<file path="src/design/bmpd_pkg.sv">
// ----------------------------------------------------------------------------
// BMP decoder package
// Shared constants, status codes and the result type of the BMP decoder.
// ----------------------------------------------------------------------------
package bmpd_pkg;

  // Largest image accepted, in pixels.
  localparam int unsigned MAX_WIDTH  = 4096;
  localparam int unsigned MAX_HEIGHT = 4096;

  // Column and row counters must hold the dimension itself.
  localparam int unsigned COL_W = $clog2(MAX_WIDTH + 1);
  localparam int unsigned ROW_W = $clog2(MAX_HEIGHT + 1);

  localparam int unsigned IDX_W = 24;

  localparam logic [15:0] MAGIC_BM   = 16'h4D42;
  localparam logic [31:0] MIN_OFFSET = 32'd54;
  localparam logic [15:0] DEPTH_24   = 16'd24;
  localparam logic [15:0] DEPTH_32   = 16'd32;

  // Result status codes.
  localparam logic [1:0] ST_PIXEL     = 2'd0;
  localparam logic [1:0] ST_BAD_MAGIC = 2'd1;
  localparam logic [1:0] ST_BAD_DEPTH = 2'd2;
  localparam logic [1:0] ST_BAD_SIZE  = 2'd3;

  typedef struct packed {
    logic             last_pixel;
    logic             has_alpha;
    logic [7:0]       alpha;
    logic [7:0]       blue;
    logic [7:0]       green;
    logic [7:0]       red;
    logic [IDX_W-1:0] pixel_index;
    logic [1:0]       status;
  } res_t;

endpackage

</file>
<file path="src/design/bmpd_core.sv">
// ----------------------------------------------------------------------------
// BMP decoder core
// Parses header bytes, skips to the pixel data and assembles pixels.
// ----------------------------------------------------------------------------
module bmpd_core
  import bmpd_pkg::*;
(
  input  logic       clk_i,
  input  logic       rst_ni,
  input  logic       accept_i,
  input  logic       start_i,
  input  logic [7:0] byte_i,
  output logic       res_valid_o,
  output res_t       res_o
);

  localparam logic [1:0] PH_IDLE   = 2'd0;
  localparam logic [1:0] PH_HEADER = 2'd1;
  localparam logic [1:0] PH_SKIP   = 2'd2;
  localparam logic [1:0] PH_PIXELS = 2'd3;

  logic [1:0]       phase_q, phase_d;
  logic [31:0]      pos_q, pos_d;
  logic [31:0]      offset_q, offset_d;
  logic [31:0]      width_q, width_d;
  logic [31:0]      height_q, height_d;
  logic             alpha_en_q, alpha_en_d;
  logic [ROW_W-1:0] row_q, row_d;
  logic [COL_W-1:0] col_q, col_d;
  logic [1:0]       bip_q, bip_d;
  logic [1:0]       pad_q, pad_d;
  logic [23:0]      chan_q, chan_d;
  logic [IDX_W-1:0] base_q, base_d;

  // Values after an optional restart; the byte is then processed from these.
  logic [1:0]       c_phase;
  logic [31:0]      c_pos, c_offset, c_width, c_height;
  logic             c_alpha_en;
  logic [ROW_W-1:0] c_row;
  logic [COL_W-1:0] c_col;
  logic [1:0]       c_bip, c_pad;
  logic [23:0]      c_chan;
  logic [IDX_W-1:0] c_base;

  logic [ROW_W+COL_W-1:0] base_prod;
  logic [15:0]            depth_bits;
  logic [COL_W-1:0]       col_inc;
  logic [ROW_W-1:0]       row_inc;
  logic [1:0]             hdr_lane;
  logic                   do_pixel;

  always_comb begin
    if (start_i) begin
      c_phase = PH_HEADER; c_pos = '0; c_offset = '0; c_width = '0; c_height = '0;
      c_alpha_en = 1'b0; c_row = '0; c_col = '0; c_bip = '0; c_pad = '0;
      c_chan = '0; c_base = '0;
    end else begin
      c_phase = phase_q; c_pos = pos_q; c_offset = offset_q; c_width = width_q;
      c_height = height_q; c_alpha_en = alpha_en_q; c_row = row_q; c_col = col_q;
      c_bip = bip_q; c_pad = pad_q; c_chan = chan_q; c_base = base_q;
    end
  end

  assign base_prod  = (c_height[ROW_W-1:0] - ROW_W'(1)) * c_width[COL_W-1:0];
  assign depth_bits = {byte_i, c_chan[7:0]};
  assign col_inc    = c_col + COL_W'(1);
  assign row_inc    = c_row + ROW_W'(1);
  // Every 32-bit header field starts at a position that is 2 mod 4.
  assign hdr_lane   = c_pos[1:0] - 2'd2;

  always_comb begin
    phase_d = c_phase; pos_d = c_pos; offset_d = c_offset; width_d = c_width;
    height_d = c_height; alpha_en_d = c_alpha_en; row_d = c_row; col_d = c_col;
    bip_d = c_bip; pad_d = c_pad; chan_d = c_chan; base_d = c_base;
    res_valid_o = 1'b0;
    res_o       = '0;
    do_pixel    = 1'b0;

    unique case (c_phase)
      PH_HEADER: begin
        pos_d = c_pos + 32'd1;
        if (c_pos == 32'd0) begin
          chan_d[7:0] = byte_i;
        end else if (c_pos == 32'd1) begin
          chan_d = '0;
          if ({byte_i, c_chan[7:0]} != MAGIC_BM) begin
            res_valid_o = 1'b1;
            res_o.status = ST_BAD_MAGIC;
            phase_d = PH_IDLE;
          end
        end else if (c_pos >= 32'd10 && c_pos <= 32'd13) begin
          offset_d[8*hdr_lane+:8] = byte_i;
        end else if (c_pos >= 32'd18 && c_pos <= 32'd21) begin
          width_d[8*hdr_lane+:8] = byte_i;
        end else if (c_pos >= 32'd22 && c_pos <= 32'd25) begin
          height_d[8*hdr_lane+:8] = byte_i;
        end else if (c_pos == 32'd28) begin
          chan_d[7:0] = byte_i;
        end else if (c_pos == 32'd29) begin
          chan_d = '0;
          if (depth_bits != DEPTH_24 && depth_bits != DEPTH_32) begin
            res_valid_o = 1'b1;
            res_o.status = ST_BAD_DEPTH;
            phase_d = PH_IDLE;
          end else if (c_width == 32'd0 || c_width > 32'(MAX_WIDTH) ||
                       c_height == 32'd0 || c_height > 32'(MAX_HEIGHT) ||
                       c_offset < MIN_OFFSET) begin
            res_valid_o = 1'b1;
            res_o.status = ST_BAD_SIZE;
            phase_d = PH_IDLE;
          end else begin
            alpha_en_d = (depth_bits == DEPTH_32);
            base_d     = IDX_W'(base_prod);
            phase_d    = PH_SKIP;
          end
        end
      end
      PH_SKIP: begin
        if (c_pos != c_offset) begin
          pos_d = c_pos + 32'd1;
        end else begin
          phase_d  = PH_PIXELS;
          do_pixel = 1'b1;
        end
      end
      PH_PIXELS: do_pixel = 1'b1;
      default: ;
    endcase

    if (do_pixel) begin
      if (c_pad != 2'd0) begin
        pad_d = c_pad - 2'd1;
      end else if (c_bip != 2'd3 && !(c_bip == 2'd2 && !c_alpha_en)) begin
        // Still collecting channel bytes of this pixel.
        chan_d[8*c_bip+:8] = byte_i;
        bip_d = c_bip + 2'd1;
      end else begin
        res_valid_o       = 1'b1;
        res_o.status      = ST_PIXEL;
        res_o.pixel_index = c_base + IDX_W'(c_col);
        res_o.red         = c_alpha_en ? c_chan[23:16] : byte_i;
        res_o.green       = c_chan[15:8];
        res_o.blue        = c_chan[7:0];
        res_o.alpha       = c_alpha_en ? byte_i : 8'd0;
        res_o.has_alpha   = c_alpha_en;
        res_o.last_pixel  = (col_inc == c_width[COL_W-1:0]) &&
                            (row_inc == c_height[ROW_W-1:0]);
        chan_d = '0;
        bip_d  = '0;
        col_d  = col_inc;
        if (col_inc == c_width[COL_W-1:0]) begin
          col_d = '0;
          row_d = row_inc;
          if (row_inc == c_height[ROW_W-1:0]) begin
            phase_d = PH_IDLE;
          end else begin
            // Row pitch padding for 24-bit pixels equals width mod 4.
            pad_d  = c_alpha_en ? 2'd0 : c_width[1:0];
            base_d = c_base - IDX_W'(c_width);
          end
        end
      end
    end
  end

  always_ff @(posedge clk_i or negedge rst_ni) begin
    if (!rst_ni) begin
      phase_q <= PH_IDLE; pos_q <= '0; offset_q <= '0; width_q <= '0;
      height_q <= '0; alpha_en_q <= 1'b0; row_q <= '0; col_q <= '0;
      bip_q <= '0; pad_q <= '0; chan_q <= '0; base_q <= '0;
    end else if (accept_i) begin
      phase_q <= phase_d; pos_q <= pos_d; offset_q <= offset_d; width_q <= width_d;
      height_q <= height_d; alpha_en_q <= alpha_en_d; row_q <= row_d; col_q <= col_d;
      bip_q <= bip_d; pad_q <= pad_d; chan_q <= chan_d; base_q <= base_d;
    end
  end

endmodule

</file>
<file path="src/design/bmpd_out_buf.sv">
// ----------------------------------------------------------------------------
// BMP decoder output buffer
// Output register with a skid stage; space_o is low only while the skid is full.
// ----------------------------------------------------------------------------
module bmpd_out_buf
  import bmpd_pkg::*;
(
  input  logic clk_i,
  input  logic rst_ni,
  input  logic push_i,
  input  res_t res_i,
  output logic space_o,
  output logic valid_o,
  input  logic ready_i,
  output res_t res_o
);

  logic out_valid_q, skid_valid_q;
  res_t out_q, skid_q;
  logic drain;

  assign drain   = !out_valid_q || ready_i;
  assign space_o = !skid_valid_q;
  assign valid_o = out_valid_q;
  assign res_o   = out_q;

  always_ff @(posedge clk_i or negedge rst_ni) begin
    if (!rst_ni) begin
      out_valid_q  <= 1'b0;
      skid_valid_q <= 1'b0;
    end else if (drain) begin
      out_valid_q  <= skid_valid_q || push_i;
      skid_valid_q <= 1'b0;
    end else if (push_i) begin
      skid_valid_q <= 1'b1;
    end
  end

  always_ff @(posedge clk_i) begin
    if (drain) begin
      out_q <= skid_valid_q ? skid_q : res_i;
    end else if (push_i) begin
      skid_q <= res_i;
    end
  end

endmodule

</file>
<file path="src/design/bmp_pixel_stream_decoder.sv">
// ----------------------------------------------------------------------------
// BMP pixel stream decoder
// Decodes an uncompressed 24- or 32-bit BMP file, one byte per beat, into
// one beat per pixel carrying raw channels and a flipped destination index.
// ----------------------------------------------------------------------------
// The slave channel takes one file byte per beat in s_axis_tdata; tuser set
// marks the first byte of a file and restarts parsing from any state. The
// master channel gives one beat per pixel, and one beat with a nonzero status
// in tuser for a bad magic number, an unsupported depth, or a bad size or
// offset. tlast flags the final pixel of the image. After an error or the
// last pixel, bytes are dropped until the next start beat.
// A byte is accepted on every cycle in which s_axis_tvalid and s_axis_tready
// are both high; its result is registered in the output or skid stage. The
// sustained rate is one byte per clock while s_axis_tready stays high, set
// by the single parse stage that updates the header and pixel counters. The
// output register is backed by a one-entry skid stage, so s_axis_tready only
// drops after the receiver has stalled while two results were pending; it
// rises again once one drains. Reset clears the parser to idle and empties
// the output stage; the block then waits for a start beat.
// ----------------------------------------------------------------------------
module bmp_pixel_stream_decoder
  import bmpd_pkg::*;
(
  input  logic        clk_i,
  input  logic        rst_ni,
  input  logic        s_axis_tvalid,
  output logic        s_axis_tready,
  input  logic [7:0]  s_axis_tdata,   // [7:0] data_byte
  input  logic        s_axis_tuser,   // [0] start_req
  output logic        m_axis_tvalid,
  input  logic        m_axis_tready,
  output logic [55:0] m_axis_tdata,   // [23:0] pixel_index, [31:24] red,
                                      // [39:32] green, [47:40] blue,
                                      // [55:48] alpha
  output logic [2:0]  m_axis_tuser,   // [1:0] status, [2] has_alpha
  output logic        m_axis_tlast    // last_pixel
);

  logic accept;
  logic res_valid;
  res_t res;
  res_t out_res;

  // A byte is taken whenever one is offered and the skid stage has room for its result.
  assign accept = s_axis_tvalid && s_axis_tready;

  bmpd_core u_core (
    .clk_i       (clk_i),
    .rst_ni      (rst_ni),
    .accept_i    (accept),
    .start_i     (s_axis_tuser),
    .byte_i      (s_axis_tdata),
    .res_valid_o (res_valid),
    .res_o       (res)
  );

  bmpd_out_buf u_out_buf (
    .clk_i   (clk_i),
    .rst_ni  (rst_ni),
    .push_i  (accept && res_valid),
    .res_i   (res),
    .space_o (s_axis_tready),
    .valid_o (m_axis_tvalid),
    .ready_i (m_axis_tready),
    .res_o   (out_res)
  );

  assign m_axis_tdata = {out_res.alpha, out_res.blue, out_res.green, out_res.red,
                         out_res.pixel_index};
  assign m_axis_tuser = {out_res.has_alpha, out_res.status};
  assign m_axis_tlast = out_res.last_pixel;

endmodule

</file>
<file path="config.mk">
export PLATFORM = sky130hd
export DESIGN_NAME = bmp_pixel_stream_decoder
export DESIGN_NICKNAME = d
export VERILOG_FILES = /design/src/design/bmpd_pkg.sv /design/src/design/bmpd_core.sv /design/src/design/bmpd_out_buf.sv /design/src/design/bmp_pixel_stream_decoder.sv
export SDC_FILE = /design/constraint.sdc
export NUM_CORES = 2
export LEC_CHECK = 0
export BUFFER_PORTS_ARGS = -buffer_cell sky130_fd_sc_hd__buf_2
export CAP_MARGIN = 20
export CORE_ASPECT_RATIO = 1.2
export CORE_MARGIN = 1.5
export CORE_UTILIZATION = 45
export CTS_CLUSTER_SIZE = 40
export DETAILED_ROUTE_END_ITERATION = 16
export GPL_TIMING_DRIVEN = 0
export HOLD_SLACK_MARGIN = 0.02
export SYNTH_ARGS = -nofsm -noshare
export SYNTH_HDL_FRONTEND = slang
export SYNTH_SLANG_ARGS = --single-unit
</file>
<file path="constraint.sdc">
create_clock -name clk_i -period 8.9 [get_ports clk_i]
set_input_delay 1.78 -clock clk_i [delete_from_list [all_inputs] [get_ports clk_i]]
set_output_delay 1.78 -clock clk_i [all_outputs]
set_load 0.02 [all_outputs]
</file>
### Yosys cells after proc, flatten, opt, wreduce, memory -nomap -nowiden

Cells that the tools add are included.

| storage, ports and cells | value |
|---|---|
| flip-flop bits (word level) | 331 |

| operators by class | value |
|---|---|
| add/sub/neg operators | 11 |
| reductions and logical operators | 25 |
| $mul | 1 |
| shift-type cells | 4 |
| bitwise logic cells | 1 |
| order comparisons | 9 |
| multiplexer cells | 140 |
| eq/ne operators | 15 |

Operators with widths:

| operator | count |
|---|---|
| $mux 32 | 20 |
| $mux 24 | 26 |
| $mux 60 | 4 |
| $mux 13 | 10 |
| $bwmux 32 | 3 |
| $logic_not 32->1 | 3 |
| $mux 2 | 38 |
| $neg 5->34 | 2 |
| $eq 32x5->1 const B | 2 |
| $ge 32x5->1 const B | 2 |
| $gt 32x13->1 const B | 2 |
| $le 32x5->1 const B | 2 |
| $pmux 32 s2 | 1 |
| $shift 8x34->24 const A | 1 |
| $shift 8x34->32 const A | 1 |
| $shiftx 8x34->24 | 1 |
| $shiftx 8x34->32 | 1 |
| $add 32x1->32 const B | 1 |
| $eq 32x1->1 const B | 1 |
| $ge 32x4->1 const B | 1 |
| $le 32x4->1 const B | 1 |
| $lt 32x6->1 const B | 1 |
| $mux 16 | 2 |
| $mux 8 | 4 |
| other kinds (27) | 76 |

### Depth between registers and ports, before layout

| depth | value |
|---|---|
| depth after elaboration | 22 |
| depth in mapped cells | 30 |
| mapped depth without buffers | 25 |

### By module

A second synthesis with hierarchy kept.

| second synthesis, totals | value |
|---|---|
| cells, all modules | 2818 |
| area total of the unflattened synthesis | 26490.4 um^2 |

Modules (own cells, without submodules):

| module | cells an instance | instances | area an instance (um^2) |
|---|---|---|---|
| bmpd_core | 2620 | 1 | 21770.9 |
| bmpd_out_buf | 196 | 1 | 4707.0 |
| bmp_pixel_stream_decoder | 2 | 1 | 12.5 |

### Worst setup path before layout

Ideal clock, no wire load.

| timing | value |
|---|---|
| path type | input port to flip-flop |
| from | in s_axis_tuser |
| to | reg u_core.base_q[23] |
| cell stages on the path | 28 |
| arrival time | 8751 ps |
| setup time | 124 ps |
| path slack | 25 ps |
| buffers on the path | 8 |
| cells stage by stage | buf_2 -> buf_6 -> buf_2 -> clkbuf_1 -> buf_2 -> clkbuf_1 -> clkbuf_1 -> buf_2 -> a21oi_1 -> nor2_1 -> fa_1 -> inv_1 -> fa_1 -> inv_1 -> fa_1 -> fa_1 -> inv_1 -> fa_1 -> inv_1 -> ha_1 -> a21o_1 -> and2_1 -> or4_1 -> a21oi_1 -> o21ai_0 -> xnor2_1 -> nor4_1 -> a211o_1 |

| on the way | value |
|---|---|
| word-level cells in the longest chain between the ends | 21 |
| elaborated cells on any way between the ends | 72 |
| those cells by class | add/sub: 4; mul: 1; order compare: 9; eq/ne: 13; mux: 29; reduce/logical: 16 |

Ends and longest elaborated chain:

| element | RTL line | RTL |
|---|---|---|
| start, declared | bmp_pixel_stream_decoder.sv:29 | `input logic s_axis_tuser,` |
| parallel branches: the longest is 20 deep, another holds $mul 26x13->24 | - |  |
| $mux 24 * | bmpd_core.sv:130 | `if (do_pixel) begin` |
| end signal, assigned | bmpd_core.sv:174 | `bip_q <= bip_d; pad_q <= pad_d; chan_q <= chan_d; base_q <= base_d;` |
| end, declared | bmpd_core.sv:33 | `logic [IDX_W-1:0] base_q, base_d;` |

Mark *: on every way between the ends.
A chain may end at the register's enable or synchronous reset.

### Worst setup path in the final report

Same ends and word-level chain as after synthesis.

==> insert_results.sql <==
INSERT INTO impl_metrics (metric_group, metric, value, unit) VALUES
('outcome', 'status', 'completed', ''),
('yosys', 'syn_inst', '2788', ''),
('worst_setup_path', 'ff2ff_path_depth', '24', ''),
('yosys', 'post_synth_main_area_contributors', 'dfrtp_1 21%, edfxtp_1 14%, fa_1 12%, nand2_1 5.0%, ha_1 4.8%', ''),
('yosys', 'synthTopCellsByCount', '342 x nand2_1, 263 x inv_1, 226 x nor2_1, 211 x dfrtp_1, 157 x fa_1', ''),
('sta', 'setup_viol_count_final', '0', ''),
('cells_and_area', 'multi_input_comb_area', '15400', 'um2'),
('cts', 'ctsLongestPathBuffers', '3', ''),
('drt', 'wl_per_cell', '26.5', 'um'),
('worst_setup_path', 'crit_path_start', 's_axis_tuser', ''),
('yosys', 'synth.lib_cells_used.distinct', '88', ''),
('pwr', 'vdd.ir_drop.worst', '0.145', 'mV'),
('cts', 'cts_htree_levels', '2', ''),
('pwr', 'switching_share', '0.328', ''),
('drt', 'antenna_left', '0', ''),
('cts', 'insertion_delay', '590', 'ps'),
('worst_setup_path', 'worst_setup_path_start_kind', 'input port', ''),
('cts', 'clock_tree_from_tritoncts', 'built', ''),
('worst_setup_path', 'r2r_end', 'u_core.base_q[23]', ''),
('yosys', 'synth_area_leader_cell', 'dfrtp_1', ''),
('grt', 'initial_antenna_violation_count', '1', ''),
('worst_setup_path', 'cp-endpoint', 'u_core.base_q[23]', ''),
('yosys', 'sequential_fraction_of_the_synthesis_area', '0.345', ''),
('drt', 'num_vias', '22600', ''),
('grt', 'vias_in_the_first_global_route', '22700', ''),
('sta', 'final_period_util', '0.984', ''),
('cells_and_area', 'layout.nets', '3177', ''),
('placed_design', 'dpl.cell_count', '3590', ''),
('drt', 'dr.first_iter.drc_count', '2095', ''),
('floorplan', 'die_height', '265', 'um'),
('cells_and_area', 'post_route_cells_drive_above_1_share', '0.105', ''),
('pwr', 'power_leakage', '13.0', 'nW'),
('sta', 'setup-tns-final', '0', 'ps'),
('cells_and_area', 'seq_area', '8880', 'um2'),
('cells_and_area', 'area.growth.synth_to_final', '11.9', '%'),
('floorplan', 'core_area', '56200', 'um2'),
('grt', 'gr-usage-all-layers', '0.333', ''),
('cts', 'tritoncts_num_sinks', '331', ''),
('placed_design', 'dp.final_hpwl', '74400', 'um'),
('pwr', 'seq_power_share', '0.402', ''),
('pwr', 'portion_of_total_power_attributed_to_the_clock_network', '0.396', ''),
('worst_setup_path', 'reg2reg_from', 'u_core.height_q[1]', ''),
('sta', 'fin_skew', '39.8', 'ps'),
('floorplan', 'top_level_ports', '75', ''),
('cells_and_area', 'num_antenna_cells', '0', ''),
('cts', 'hold_buffers', '0', ''),
('yosys', 'ys_warn_count', '0', ''),
('drt', 'route.final.wire_length', '97200', 'um'),
('drt', 'drc_errors', '0', ''),
('hold_path', 'hold_sp', 'u_core.base_q[9]', ''),
('placed_design', 'io_buffer_count', '72', ''),
('worst_setup_path', 'rrSetupSlack', '720', 'ps'),
('run', 'maxCapViolCount', '0', ''),
('worst_setup_path', 'req_time_crit_path', '9370', 'ps'),
('cells_and_area', 'num-fill-cells', '5337', ''),
('pwr', 'p_comb_frac', '0.202', ''),
('yosys', 'yosys.area.top_type_share', '0.205', ''),
('yosys', 'synth-edff-count', '120', ''),
('floorplan', 'dieWidth', '221', 'um'),
('sta', 'timing_hold_violations_final', '0', ''),
('sta', 'max_slew_margin', '0.203', ''),
('cts', 'clk_root_buffer_cell', 'clkbuf_16', ''),
('cells_and_area', 'fin_area', '28800', 'um2'),
('placed_design', 'place_area', '27100', 'um2'),
('sta', 'layout_min_cycle_time', '8750', 'ps'),
('pwr', 'internal_power', '2.81', 'mW'),
('sta', 'final-max-slew-violation-count', '0', ''),
('grt', 'grt-ovfl-total', '0', ''),
('floorplan', 'die_area', '58600', 'um2'),
('yosys', 'postSynth.topFlopCell', 'dfrtp_1', ''),
('pwr', 'power.density_cell_area', '145', 'nW/um2');
==> critical path: stages <==
cell and delay (ps):
buf_2 140, clkinvlp_4 260, clkbuf_8 300, clkbuf_8 240, clkbuf_4 260, buf_6 220
nand2_1 80, buf_2 310, nor2_1 120, fa_1 540, fa_1 540, fa_1 570
fa_1 550, inv_1 50, fa_1 610, inv_1 60, ha_1 330, a21o_1 210
a21o_1 190, and2_1 190, or4_1 580, a21oi_2 180, o21ai_1 130, xnor2_2 350
nor4_1 100, a211o_1 290
==> metrics by stage <==
| stage | power, mW | setup WS [ps] | util |
|---|---|---|---|
| 3_5_place_dp | 2.51 | -3960 | 0.482 |
| 3_3_place_gp | 2.51 | -4380 | 0.480 |
| 2_1_floorplan | 2.18 | 25.4 | - |
| 4_1_cts | 4.17 | 2.98 | 0.511 |
| 6_report | 4.18 | 146 | 0.512 |
| 5_1_grt | 4.31 | -11.7 | 0.512 |
==> how the worst min path moves through the flow <==
| stage | depth (start not counted) | slack [ps] | endpoint |
|---|---|---|---|
| 6_report | 2 | 470 | u_core.base_q[9] |
| 5_1_grt | 2 | 500 | u_core.base_q[9] |
| 4_1_cts | 2 | 480 | u_core.base_q[9] |
| 3_5_place_dp | 2 | 460 | u_core.base_q[9] |
| 3_3_place_gp | 2 | 450 | u_core.base_q[20] |
| 2_1_floorplan | 2 | 440 | u_core.base_q[10] |
==> state kept, by name, indices dropped and copies added (netlist names), 24 cells and up <==
register,flops
u_core.base_q,24
u_core.chan_q,24
u_core.height_q,32
u_core.offset_q,32
u_core.pos_q,32
u_core.width_q,32
u_out_buf.res_o,60
u_out_buf.skid_q,60
==> power by group through the flow <==
| stage | Combinational (mW) | Sequential [mW] | Clock, mW |
|---|---|---|---|
| 6_report | 0.844 | 1.68 | 1.65 |
| 4_1_cts | 0.820 | 1.68 | 1.68 |
| 2_1_floorplan | 0.464 | 1.72 | 0 |
| 5_1_grt | 0.892 | 1.69 | 1.74 |
| 3_5_place_dp | 0.807 | 1.71 | 0 |
| 3_3_place_gp | 0.802 | 1.70 | 0 |
==> cells in the final DEF (no fill, tap or decap), types with 42 or more instances in the layout <==
cell type	n
nand2_1	337
ha_1	98
and3_1	58
nor2_1	222
nor3_1	45
xor2_1	42
nor2b_1	62
a22o_1	76
dfrtp_1	211
clkbuf_1	98
edfxtp_1	120
o21ai_0	130
nor4_1	44
inv_1	259
o31ai_1	47
xnor2_1	86
fa_1	156
nand3_1	62
a21oi_1	82
buf_2	91
==> repair_timing <==
action                                 4_1_cts  5_1_grt
resized for setup                           95       19
buffers inserted                             5        5
setup endpoints to repair                  125        7
pin swaps                                    4        3
endpoints found under the hold margin        0        0
==> metal layers <==
layer,up-vias,share of wire,wire length (um),GRT usage
met2,975,0.49,47200,0.567
met5,-,0.00020,19,0
met3,259,0.061,5940,0.0478
met4,2,0.057,5590,0.179
met1,11400,0.40,38500,0.410
li1,9969,-,-,-
==> logic make-up after synthesis <==
logic type,share of synthesized area
multiplexers,0.0315
AO/OA/AOI/OAI,0.155
adder cells (fa/ha/maj),0.170
buffers and inverters,0.0625
XOR/XNOR,0.0449
AND/OR/NAND/NOR,0.191
flip-flops,0.345
==> cell type report <==
| cell class | count | area share |
|---|---|---|
| Timing Repair Buffer | 85 | 0.0176 |
| Multi-Input combinational cell | 2042 | 0.536 |
| Clock inverter | 18 | 0.00764 |
| Buffer | 144 | 0.0268 |
| Sequential cell | 331 | 0.308 |
| Clock buffer | 52 | 0.0373 |
| Inverter | 266 | 0.0350 |
| Tap cell | 727 | 0.0316 |
No activity file was read; power rests on OpenSTA's default activity.
